===== src/hw/rtl/rab_pkg.sv =====
package rab_pkg;

	localparam int ADDR_BITS_DEF = 24;
	localparam int MAX_DIM_DEF   = 4096;
	localparam int DIM_BITS      = 13;
	localparam int PIX_BITS      = 32;
	localparam int OFS_BITS      = 24;
	localparam int RGB_BITS      = 24;
	localparam int CFG_IDX_BITS  = 3;
	localparam int CFG_DATA_BITS = 32;
	localparam int STRIDE_BITS   = 16;
	localparam logic [7:0] ALPHA_MAX = 8'd255;

	typedef enum logic [CFG_IDX_BITS-1:0] {
		CFG_MODE        = 3'd0,
		CFG_FILL_COLOR  = 3'd1,
		CFG_DEST_STRIDE = 3'd2,
		CFG_DEST_START  = 3'd3,
		CFG_SRC_STRIDE  = 3'd4,
		CFG_SRC_START   = 3'd5,
		CFG_RECT_WIDTH  = 3'd6,
		CFG_RECT_HEIGHT = 3'd7
	} cfg_idx_t;

	// (a*s + (255-a)*d) / 255, truncated; divide by 255 via add-and-shift
	function automatic logic [7:0] blend_chan(input logic [7:0] a, input logic [7:0] s,
			input logic [7:0] d);
		logic [15:0] num;
		logic [16:0] adj;
		num = 16'(a * s) + 16'((ALPHA_MAX - a) * d);
		adj = 17'(num) + 17'(num[15:8]) + 17'd1;
		return adj[15:8];
	endfunction

endpackage


===== src/hw/rtl/rab_if.sv =====
interface rab_in_if;
	import rab_pkg::*;
	logic                valid;
	logic                ready;
	logic [PIX_BITS-1:0] dest_pixel;
	logic [PIX_BITS-1:0] src_pixel;
	modport source (output valid, output dest_pixel, output src_pixel, input ready);
	modport sink (input valid, input dest_pixel, input src_pixel, output ready);
endinterface

interface rab_out_if;
	import rab_pkg::*;
	logic                valid;
	logic                ready;
	logic [RGB_BITS-1:0] blended_pixel;
	logic [OFS_BITS-1:0] dest_offset;
	logic [OFS_BITS-1:0] src_offset;
	logic                last;
	modport source (output valid, output blended_pixel, output dest_offset,
		output src_offset, output last, input ready);
	modport sink (input valid, input blended_pixel, input dest_offset,
		input src_offset, input last, output ready);
endinterface


===== src/hw/rtl/rect_alpha_blend_blitter.sv =====
// Source-over alpha blitter for a rectangle walked in row-major order. Each accepted request
// carries the destination pixel (and the source pixel in image mode) and yields one blended
// RGB888 result with its destination and source byte offsets and a last flag on the final pixel;
// an empty rectangle yields nothing. Throughput is one request per clock while the output accepts:
// offsets and the row and column counters are settled in the accept cycle, offsets into stage 1,
// and the three 8x8 channel blends are registered in stage 2; output stalls back-pressure the input.
// Configure only while no request is in flight; a walk resumes from the current counters.
module rect_alpha_blend_blitter #(
	parameter int ADDR_BITS = rab_pkg::ADDR_BITS_DEF,
	parameter int MAX_DIM   = rab_pkg::MAX_DIM_DEF
) (
	input  logic                             clk,
	input  logic                             arst_n,
	input  logic                             cfg_we,
	input  logic [rab_pkg::CFG_IDX_BITS-1:0]  cfg_index,
	input  logic [rab_pkg::CFG_DATA_BITS-1:0] cfg_data,
	rab_in_if.sink                           in_ch,
	rab_out_if.source                        out_ch
);
	import rab_pkg::*;

	logic                   mode_q;
	logic [PIX_BITS-1:0]    fill_color_q;
	logic [STRIDE_BITS-1:0] dest_stride_q;
	logic [OFS_BITS-1:0]    dest_start_q;
	logic [STRIDE_BITS-1:0] src_stride_q;
	logic [OFS_BITS-1:0]    src_start_q;
	logic [DIM_BITS-1:0]    rect_width_q;
	logic [DIM_BITS-1:0]    rect_height_q;

	logic [DIM_BITS-1:0]  col_q;
	logic [DIM_BITS-1:0]  row_q;
	logic [ADDR_BITS-1:0] dbase_q;
	logic [ADDR_BITS-1:0] sbase_q;

	logic                v_s1;
	logic [PIX_BITS-1:0] dst_s1;
	logic [PIX_BITS-1:0] src_s1;
	logic [OFS_BITS-1:0] doff_s1;
	logic [OFS_BITS-1:0] soff_s1;
	logic                last_s1;

	logic                v_s2;
	logic [RGB_BITS-1:0] rgb_s2;
	logic [OFS_BITS-1:0] doff_s2;
	logic [OFS_BITS-1:0] soff_s2;
	logic                last_s2;

	logic [DIM_BITS:0]    w_c;
	logic [DIM_BITS:0]    h_c;
	logic                 empty;
	logic                 acc;
	logic                 go;
	logic                 adv;
	logic                 row_end;
	logic                 rect_end;
	logic [ADDR_BITS-1:0] col_bytes;
	logic [ADDR_BITS-1:0] doff_a;
	logic [ADDR_BITS-1:0] soff_a;
	logic [31:0]          doff_w;
	logic [31:0]          soff_w;
	logic [RGB_BITS-1:0]  rgb_c;

	// configuration
	always_ff @(posedge clk or negedge arst_n) begin
		if (!arst_n) begin
			mode_q        <= 1'b0;
			fill_color_q  <= '0;
			dest_stride_q <= '0;
			dest_start_q  <= '0;
			src_stride_q  <= '0;
			src_start_q   <= '0;
			rect_width_q  <= '0;
			rect_height_q <= '0;
		end else if (cfg_we) begin
			unique case (cfg_idx_t'(cfg_index))
				CFG_MODE:        mode_q        <= cfg_data[0];
				CFG_FILL_COLOR:  fill_color_q  <= cfg_data[PIX_BITS-1:0];
				CFG_DEST_STRIDE: dest_stride_q <= cfg_data[STRIDE_BITS-1:0];
				CFG_DEST_START:  dest_start_q  <= cfg_data[OFS_BITS-1:0];
				CFG_SRC_STRIDE:  src_stride_q  <= cfg_data[STRIDE_BITS-1:0];
				CFG_SRC_START:   src_start_q   <= cfg_data[OFS_BITS-1:0];
				CFG_RECT_WIDTH:  rect_width_q  <= cfg_data[DIM_BITS-1:0];
				CFG_RECT_HEIGHT: rect_height_q <= cfg_data[DIM_BITS-1:0];
				default: ;
			endcase
		end
	end

	// handshake
	assign adv         = !v_s2 || out_ch.ready;
	assign in_ch.ready = !v_s1 || adv;
	assign acc         = in_ch.valid && in_ch.ready;

	// rectangle walk
	assign w_c = ({1'b0, rect_width_q} > (DIM_BITS+1)'(MAX_DIM)) ? (DIM_BITS+1)'(MAX_DIM)
		: {1'b0, rect_width_q};
	assign h_c = ({1'b0, rect_height_q} > (DIM_BITS+1)'(MAX_DIM)) ? (DIM_BITS+1)'(MAX_DIM)
		: {1'b0, rect_height_q};
	assign empty    = (w_c == '0) || (h_c == '0);
	assign go       = acc && !empty;
	assign row_end  = ({1'b0, col_q} + (DIM_BITS+1)'(1)) >= w_c;
	assign rect_end = row_end && (({1'b0, row_q} + (DIM_BITS+1)'(1)) >= h_c);

	assign col_bytes = ADDR_BITS'({col_q, 2'b00});
	assign doff_a    = ADDR_BITS'(dest_start_q) + dbase_q + col_bytes;
	assign soff_a    = ADDR_BITS'(src_start_q) + sbase_q + col_bytes;
	assign doff_w    = 32'(doff_a);
	assign soff_w    = 32'(soff_a);

	always_ff @(posedge clk or negedge arst_n) begin
		if (!arst_n) begin
			col_q   <= '0;
			row_q   <= '0;
			dbase_q <= '0;
			sbase_q <= '0;
		end else if (go) begin
			if (rect_end) begin
				col_q   <= '0;
				row_q   <= '0;
				dbase_q <= '0;
				sbase_q <= '0;
			end else if (row_end) begin
				col_q   <= '0;
				row_q   <= row_q + DIM_BITS'(1);
				dbase_q <= dbase_q + ADDR_BITS'(dest_stride_q);
				sbase_q <= sbase_q + ADDR_BITS'(src_stride_q);
			end else begin
				col_q <= col_q + DIM_BITS'(1);
			end
		end
	end

	// stage 1: input register
	always_ff @(posedge clk or negedge arst_n) begin
		if (!arst_n) begin
			v_s1 <= 1'b0;
		end else if (in_ch.ready) begin
			v_s1 <= go;
		end
	end

	always_ff @(posedge clk) begin
		if (go) begin
			dst_s1  <= in_ch.dest_pixel;
			src_s1  <= mode_q ? in_ch.src_pixel : fill_color_q;
			doff_s1 <= doff_w[OFS_BITS-1:0];
			soff_s1 <= mode_q ? soff_w[OFS_BITS-1:0] : '0;
			last_s1 <= rect_end;
		end
	end

	// blend
	always_comb begin
		for (int i = 0; i < 3; i++) begin
			rgb_c[i*8 +: 8] = blend_chan(src_s1[31:24], src_s1[i*8 +: 8], dst_s1[i*8 +: 8]);
		end
	end

	// stage 2: result register
	always_ff @(posedge clk or negedge arst_n) begin
		if (!arst_n) begin
			v_s2 <= 1'b0;
		end else if (adv) begin
			v_s2 <= v_s1;
		end
	end

	always_ff @(posedge clk) begin
		if (adv && v_s1) begin
			rgb_s2  <= rgb_c;
			doff_s2 <= doff_s1;
			soff_s2 <= soff_s1;
			last_s2 <= last_s1;
		end
	end

	assign out_ch.valid         = v_s2;
	assign out_ch.blended_pixel = rgb_s2;
	assign out_ch.dest_offset   = doff_s2;
	assign out_ch.src_offset    = soff_s2;
	assign out_ch.last          = last_s2;

	a_rect_end_clears: assert property (@(posedge clk) disable iff (!arst_n)
		go && rect_end |=> (col_q == '0) && (row_q == '0))
		else $error("counters not cleared after final pixel");

	a_row0_base0: assert property (@(posedge clk) disable iff (!arst_n)
		(row_q == '0) |-> (dbase_q == '0) && (sbase_q == '0))
		else $error("row base nonzero on first row");

	a_go_fills_s1: assert property (@(posedge clk) disable iff (!arst_n)
		go |=> v_s1)
		else $error("accepted request lost before stage 1");

	a_empty_no_work: assert property (@(posedge clk) disable iff (!arst_n)
		acc && empty && !v_s1 |=> !v_s1)
		else $error("empty rectangle produced a result");

endmodule

===== src/flat_wrapper.sv =====
// flat-port wrapper written by rule: the top's interface ports become plain ports
module rect_alpha_blend_blitter_flat import rab_pkg::*;
#(
	parameter int ADDR_BITS = rab_pkg::ADDR_BITS_DEF,
	parameter int MAX_DIM   = rab_pkg::MAX_DIM_DEF
)
  (clk, arst_n, cfg_we, cfg_index, cfg_data, in_ch_valid, in_ch_dest_pixel, in_ch_src_pixel, in_ch_ready, out_ch_valid, out_ch_blended_pixel, out_ch_dest_offset, out_ch_src_offset, out_ch_last, out_ch_ready);
  rab_in_if in_ch_i ();
  rab_out_if out_ch_i ();
  input  logic clk;
  input  logic arst_n;
  input  logic cfg_we;
  input  logic [rab_pkg::CFG_IDX_BITS-1:0] cfg_index;
  input  logic [rab_pkg::CFG_DATA_BITS-1:0] cfg_data;
  input wire logic [$bits(in_ch_i.valid)-1:0] in_ch_valid;
  input wire logic [$bits(in_ch_i.dest_pixel)-1:0] in_ch_dest_pixel;
  input wire logic [$bits(in_ch_i.src_pixel)-1:0] in_ch_src_pixel;
  output wire logic [$bits(in_ch_i.ready)-1:0] in_ch_ready;
  output wire logic [$bits(out_ch_i.valid)-1:0] out_ch_valid;
  output wire logic [$bits(out_ch_i.blended_pixel)-1:0] out_ch_blended_pixel;
  output wire logic [$bits(out_ch_i.dest_offset)-1:0] out_ch_dest_offset;
  output wire logic [$bits(out_ch_i.src_offset)-1:0] out_ch_src_offset;
  output wire logic [$bits(out_ch_i.last)-1:0] out_ch_last;
  input wire logic [$bits(out_ch_i.ready)-1:0] out_ch_ready;
  assign in_ch_i.valid = in_ch_valid;
  assign in_ch_i.dest_pixel = in_ch_dest_pixel;
  assign in_ch_i.src_pixel = in_ch_src_pixel;
  assign in_ch_ready = in_ch_i.ready;
  assign out_ch_valid = out_ch_i.valid;
  assign out_ch_blended_pixel = out_ch_i.blended_pixel;
  assign out_ch_dest_offset = out_ch_i.dest_offset;
  assign out_ch_src_offset = out_ch_i.src_offset;
  assign out_ch_last = out_ch_i.last;
  assign out_ch_i.ready = out_ch_ready;
  rect_alpha_blend_blitter #(.ADDR_BITS(ADDR_BITS), .MAX_DIM(MAX_DIM)) u_core (.clk(clk), .arst_n(arst_n), .cfg_we(cfg_we), .cfg_index(cfg_index), .cfg_data(cfg_data), .in_ch(in_ch_i), .out_ch(out_ch_i));
endmodule

===== config.mk =====
export PLATFORM = sky130hd
export DESIGN_NAME = rect_alpha_blend_blitter_flat
export DESIGN_NICKNAME = d
export VERILOG_FILES = /design/src/hw/rtl/rab_pkg.sv /design/src/hw/rtl/rab_if.sv /design/src/hw/rtl/rect_alpha_blend_blitter.sv /design/src/flat_wrapper.sv
export SDC_FILE = /design/constraint.sdc
export NUM_CORES = 2
export LEC_CHECK = 0
export ABC_AREA = 0
export BUFFER_PORTS_ARGS = -buffer_cell sky130_fd_sc_hd__buf_4
export CAP_MARGIN = 40
export CORE_MARGIN = 2
export CORE_UTILIZATION = 61
export CTS_BUF_LIST = sky130_fd_sc_hd__clkbuf_4 sky130_fd_sc_hd__clkbuf_8
export DETAILED_ROUTE_END_ITERATION = 7
export HOLD_SLACK_MARGIN = 0.12
export PLACE_DENSITY = 0.85
export SLEW_MARGIN = 10
export SYNTH_ARGS = -nofsm -noshare
export SYNTH_HDL_FRONTEND = slang
export SYNTH_SLANG_ARGS = --single-unit

===== constraint.sdc =====
create_clock -name clk -period 9.3 [get_ports clk]
set_input_delay 0.465 -clock clk [delete_from_list [all_inputs] [get_ports clk]]
set_output_delay 0.465 -clock clk [all_outputs]
set_load 0.005 [all_outputs]

Word level (Yosys, flattened, before mapping)
Cells that the tools add are included.
Widths: inputs -> output; s select.
{"block": "totals", "wordCells": 94, "ff_bits": 393}
{"block": "op_classes", "reduce_logical": 23, "add_sub_neg": 20, "mul": 6, "n_eq_ne": 7, "muxes": 11, "order_cmp": 4}
{"op": "$mux 24", "n": 4}
{"op": "$mux 13", "n": 6}
{"op": "$add 16x1->16 const B", "n": 3}
{"op": "$add 16x16->16", "n": 3}
{"op": "$add 16x8->16", "n": 3}
{"op": "$add 24x15->24", "n": 2}
{"op": "$add 24x16->24", "n": 2}
{"op": "$add 24x24->24", "n": 2}
{"op": "$mul 16x8->16", "n": 3}
{"op": "$mul 8x8->16", "n": 3}
{"op": "$mux 32", "n": 1}
{"op": "$add 13x1->14 const B", "n": 2}
{"op": "$ge 14x14->1", "n": 2}
{"op": "$logic_not 14->1", "n": 2}
{"op": "$add 13x1->13 const B", "n": 2}
{"op": "$gt 13x13->1 const B", "n": 2}
{"op": "$reduce_and 2->1", "n": 9}
{"op": "$eq 3x3->1 const B", "n": 4}
{"op": "$sub 8x8->9 const A", "n": 1}
{"op": "$eq 3x2->1 const B", "n": 2}
{"op": "$logic_and 1x1->1", "n": 4}
{"op": "$eq 3x1->1 const B", "n": 1}
{"op": "$logic_not 1->1", "n": 3}
{"op": "$logic_not 3->1", "n": 1}
{"op": "other kinds (2)", "n": 4}

Longest topological paths before layout
{"block": "logic_depth", "ltp_word": 7, "ltp_mapped": 29, "mapped_depth_nobuf": 27}

Least setup slack after synthesis
No wires, ideal clock.
{"block": "synth_path", "path_kind": "register -> register", "startpoint": "reg u_core.src_s1[29]", "endpoint": "reg u_core.rgb_s2[8], in the netlist u_core.out_ch.blended_pixel[8] (data pin)", "setup_slack_ps": 2155, "synth_period_minus_slack_ps": 7145, "arrival_time_ps": 7011, "stages_incl_launch_ff": 27, "setup_ps": 134, "path_cell_list": "edfxtp_1 > clkbuf_1 > buf_1 > nand2_1 > fa_1 > fa_1 > fa_1 > inv_1 > fa_1 > fa_1 > fa_1 > ha_1 > o21a_1 > o31a_1 > o21a_1 > o41a_1 > a31oi_1 > xor2_1 > inv_1 > ha_1 > and3_1 > a221oi_1 > o21ai_0 > o21ai_1 > nand2_1 > a2111o_1 > nand3_1"}
{"block": "synth_via", "elab_chain_cells": 5}
{"item": "start, declared", "line": "rect_alpha_blend_blitter.sv:38", "source": "logic [PIX_BITS-1:0] src_s1;"}
{"item": "start signal, assigned", "line": "rect_alpha_blend_blitter.sv:146", "source": "src_s1 <= mode_q ? in_ch.src_pixel : fill_color_q;"}
{"item": "$sub 8x8->9", "line": "rab_pkg.sv:30", "source": "num = 16'(a * s) + 16'((ALPHA_MAX - a) * d);"}
{"item": "$mul 16x8->16", "line": "rab_pkg.sv:30"}
{"item": "$add 16x16->16 *", "line": "rab_pkg.sv:30"}
{"item": "$add 16x8->16 *", "line": "rab_pkg.sv:31", "source": "adj = 17'(num) + 17'(num[15:8]) + 17'd1;"}
{"item": "$add 16x1->16 *", "line": "rab_pkg.sv:31"}
{"item": "named net u_core.rgb_c[8]", "line": "rect_alpha_blend_blitter.sv:62", "source": "logic [RGB_BITS-1:0] rgb_c;"}
{"item": "end signal, assigned", "line": "rect_alpha_blend_blitter.sv:171", "source": "rgb_s2 <= rgb_c;"}
{"item": "end, declared", "line": "rect_alpha_blend_blitter.sv:44", "source": "logic [RGB_BITS-1:0] rgb_s2;"}
The timed path passes the listed nets; every way through them passes the cells marked *.
A chain may end at the register's enable or synchronous reset.

Worst setup path in the final report
{"block": "layout_path", "startpoint": "reg u_core.src_s1[29]", "endpoint": "reg u_core.rgb_s2[10], in the netlist u_core.out_ch.blended_pixel[10] (data pin)"}
The elaborated chain is that of the path after synthesis.

==> reports/results.ini <==
[drt]
wl_um=79500
ant_nets=0
wl_per_cell_um=18.7
drcViolationCount=0
via_per_inst=5.72
vias=24300
dr.pass1.iters=6
drt_iter0_drc=1517

[final_layout]
nets=4194
final_cells=4251
syn2layout_area_growth_pct=13.7
drive_above_1_share_pct=15.6

[synthesis]
synth.yosys.seq_area_share_pct=31.6
syn-cell-area_um2=33900
yosysMostFrequentCell=inv_1
yosys-top-cells-count=460 x inv_1, 328 x ha_1, 318 x fa_1
synth_flop_cell=dfrtp_1
synth_area_leaders=fa_1 19%, dfrtp_1 16%, edfxtp_1 16%, ha_1 12%, mux2_2 5.7%
async_flop_share_pct=54.7
synth_edf_count=178
yosysTopAreaCell=fa_1
ys_seq_elements=393
synthCells=3169
ys_warn_count=0
synthDistinctLibCells=95
synth_top_area_share_pct=18.8
syn_avg_cell_area_um2=10.7

[placement]
place_inst=4041
port_buffers=170
dpl_worst_slack_ps=1470
dpl.hpwl_um=58300
place.gp.congestion=0.910

[floorplanning]
core_area_um2=55000
start_util_pct=61.6
die_area_um2=57500
die_w_um=240
die_h_um=240
rows=86
io_pins=179

[clock_tree]
postCtsHoldBufs=79
cts_resized=0
clock_path_buffers=3
cts_tree=built
clk_pin_slew_ps=70
cts_buffers=70
cts_setup_buffers=0
clk_latency_ps=690
cts_num_sinks=393
cts_max_level=3
clockRootBuffer=clkbuf_8

[sta]
tightest_slew_ps=928
min_period_ps=7960
whs_ps=156
max_freq_mhz=126
relSlewSlack_pct=38.1
setup_slack_ps=1340
hold_viol=0
grt_setup_unrepaired=no
finalSetupViolCount=0
fin_skew_ps=62.1
fin_tns_setup_ps=0
fin_crit_sh_pct=85.5
slew_viol_final=0

[grt]
grt_pass1_wl_um=129000
busiest_layer=met2
grt_use_met1_pct=35.3
groute.layer.met3.usage_pct=4.75
use_met2_pct=50.1
antenna_found_initial=3
grt_overflow=0
grt_pass1_vias=25700
grtUsageTotal_pct=28.7
grt_max_degree=80

[critical_path]
crit_fanout=18
cp-start-kind=flop
rrSetupSlack_ps=1340
crit_path_end_kind=flop
crit_required_ps=9710
r2r_cells=25
crit_arrival_ps=8360
critical_path_class=reg2reg

[worst_hold_path]
min_path_type=in2reg
whs_path_depth=2

[job]
cap_violations=0

[run_status]
status=completed

## registers in the layout, summed over array words and instances, names as in the netlist, 24 cells and up
register	flops
u_core.dbase_q	24
u_core.fill_color_q	32
u_core.out_ch.src_offset	24
u_core.out_ch.blended_pixel	24
u_core.soff_s1	24
u_core.src_s1	32
u_core.src_start_q	24
u_core.out_ch.dest_offset	24
u_core.doff_s1	24
u_core.dest_start_q	24
u_core.dst_s1	24
u_core.sbase_q	24
## cell type report
class / count / area [um2]
Antenna cell: 2 / 5.00
Clock buffer: 108 / 1300
Clock inverter: 21 / 299
Fill cell: 3851 / 16500
Inverter: 461 / 1730
Multi-Input combinational cell: 2236 / 21200
Sequential cell: 393 / 10700
Tap cell: 748 / 936
Timing Repair Buffer: 282 / 2380
## critical path, cell delays in order, from the launching register on
cell      delay (ps)
edfxtp_1         850
buf_4            360
nand2_1          110
fa_1             520
fa_1             510
fa_1             530
inv_1             60
fa_1             560
fa_1             440
fa_1             440
ha_1             330
o21a_1           120
o31a_1           130
o21a_1           210
o41a_1           390
a31oi_1          220
xor2_1           270
inv_1            130
ha_1             330
and3_1           190
nand2_1           60
o21ai_0          220
o21ai_1          130
a32oi_1          270
nand3_1          130
xnor2_1          160
## final timing paths
kind,start,end
worst min-delay path,cfg_data[4],u_core.dest_start_q[4]
worst min register to register,u_core.doff_s1[2],u_core.out_ch.dest_offset[2]
min in group asynchronous,arst_n,u_core.dest_start_q[18]
max in group asynchronous,arst_n,u_core.v_s1
worst max-delay path,u_core.src_s1[29],u_core.out_ch.blended_pixel[10]
worst max register to register,u_core.src_s1[29],u_core.out_ch.blended_pixel[10]
## per-layer routing
metal	part of all wire [%]	routed length, um	vias up
met5	0	0	-
met4	3.9	3130	0
met3	6.3	5020	215
met2	51	40100	800
met1	39	31200	12200
li1	-	-	11100
## kinds of logic (layout without fill, tap and decap cells)
family	after synthesis	in the layout	synth area share [%]
flops	393	393	31.6
compound gates	419	419	8.35
other cells	1	5	0.0111
mux	178	178	5.90
buf+inv	542	872	6.04
simple gates	839	839	13.1
fa+ha+maj	648	648	31.0
xor+xnor	149	149	3.98
## placed cells by master (no fill, tap or decap), types with 131 or more instances in the layout
cell      instances
dfrtp_1         214
and2_1          131
fa_1            318
mux2_2          171
nand2_1         216
ha_1            328
inv_1           459
nor2b_1         135
buf_4           196
edfxtp_1        178
## through the flow
step | utilization [%] | cell area (um2)
4_1_cts | 70.1 | 38500
5_1_grt | 70.1 | 38500
6_report | 70.1 | 38500
3_3_place_gp | 65.5 | 36000
3_5_place_dp | 65.7 | 36100
2_1_floorplan | - | 33900
Power is not shown: default switching activity piles up to over one toggle a cycle in this logic, so the estimate is an artifact.
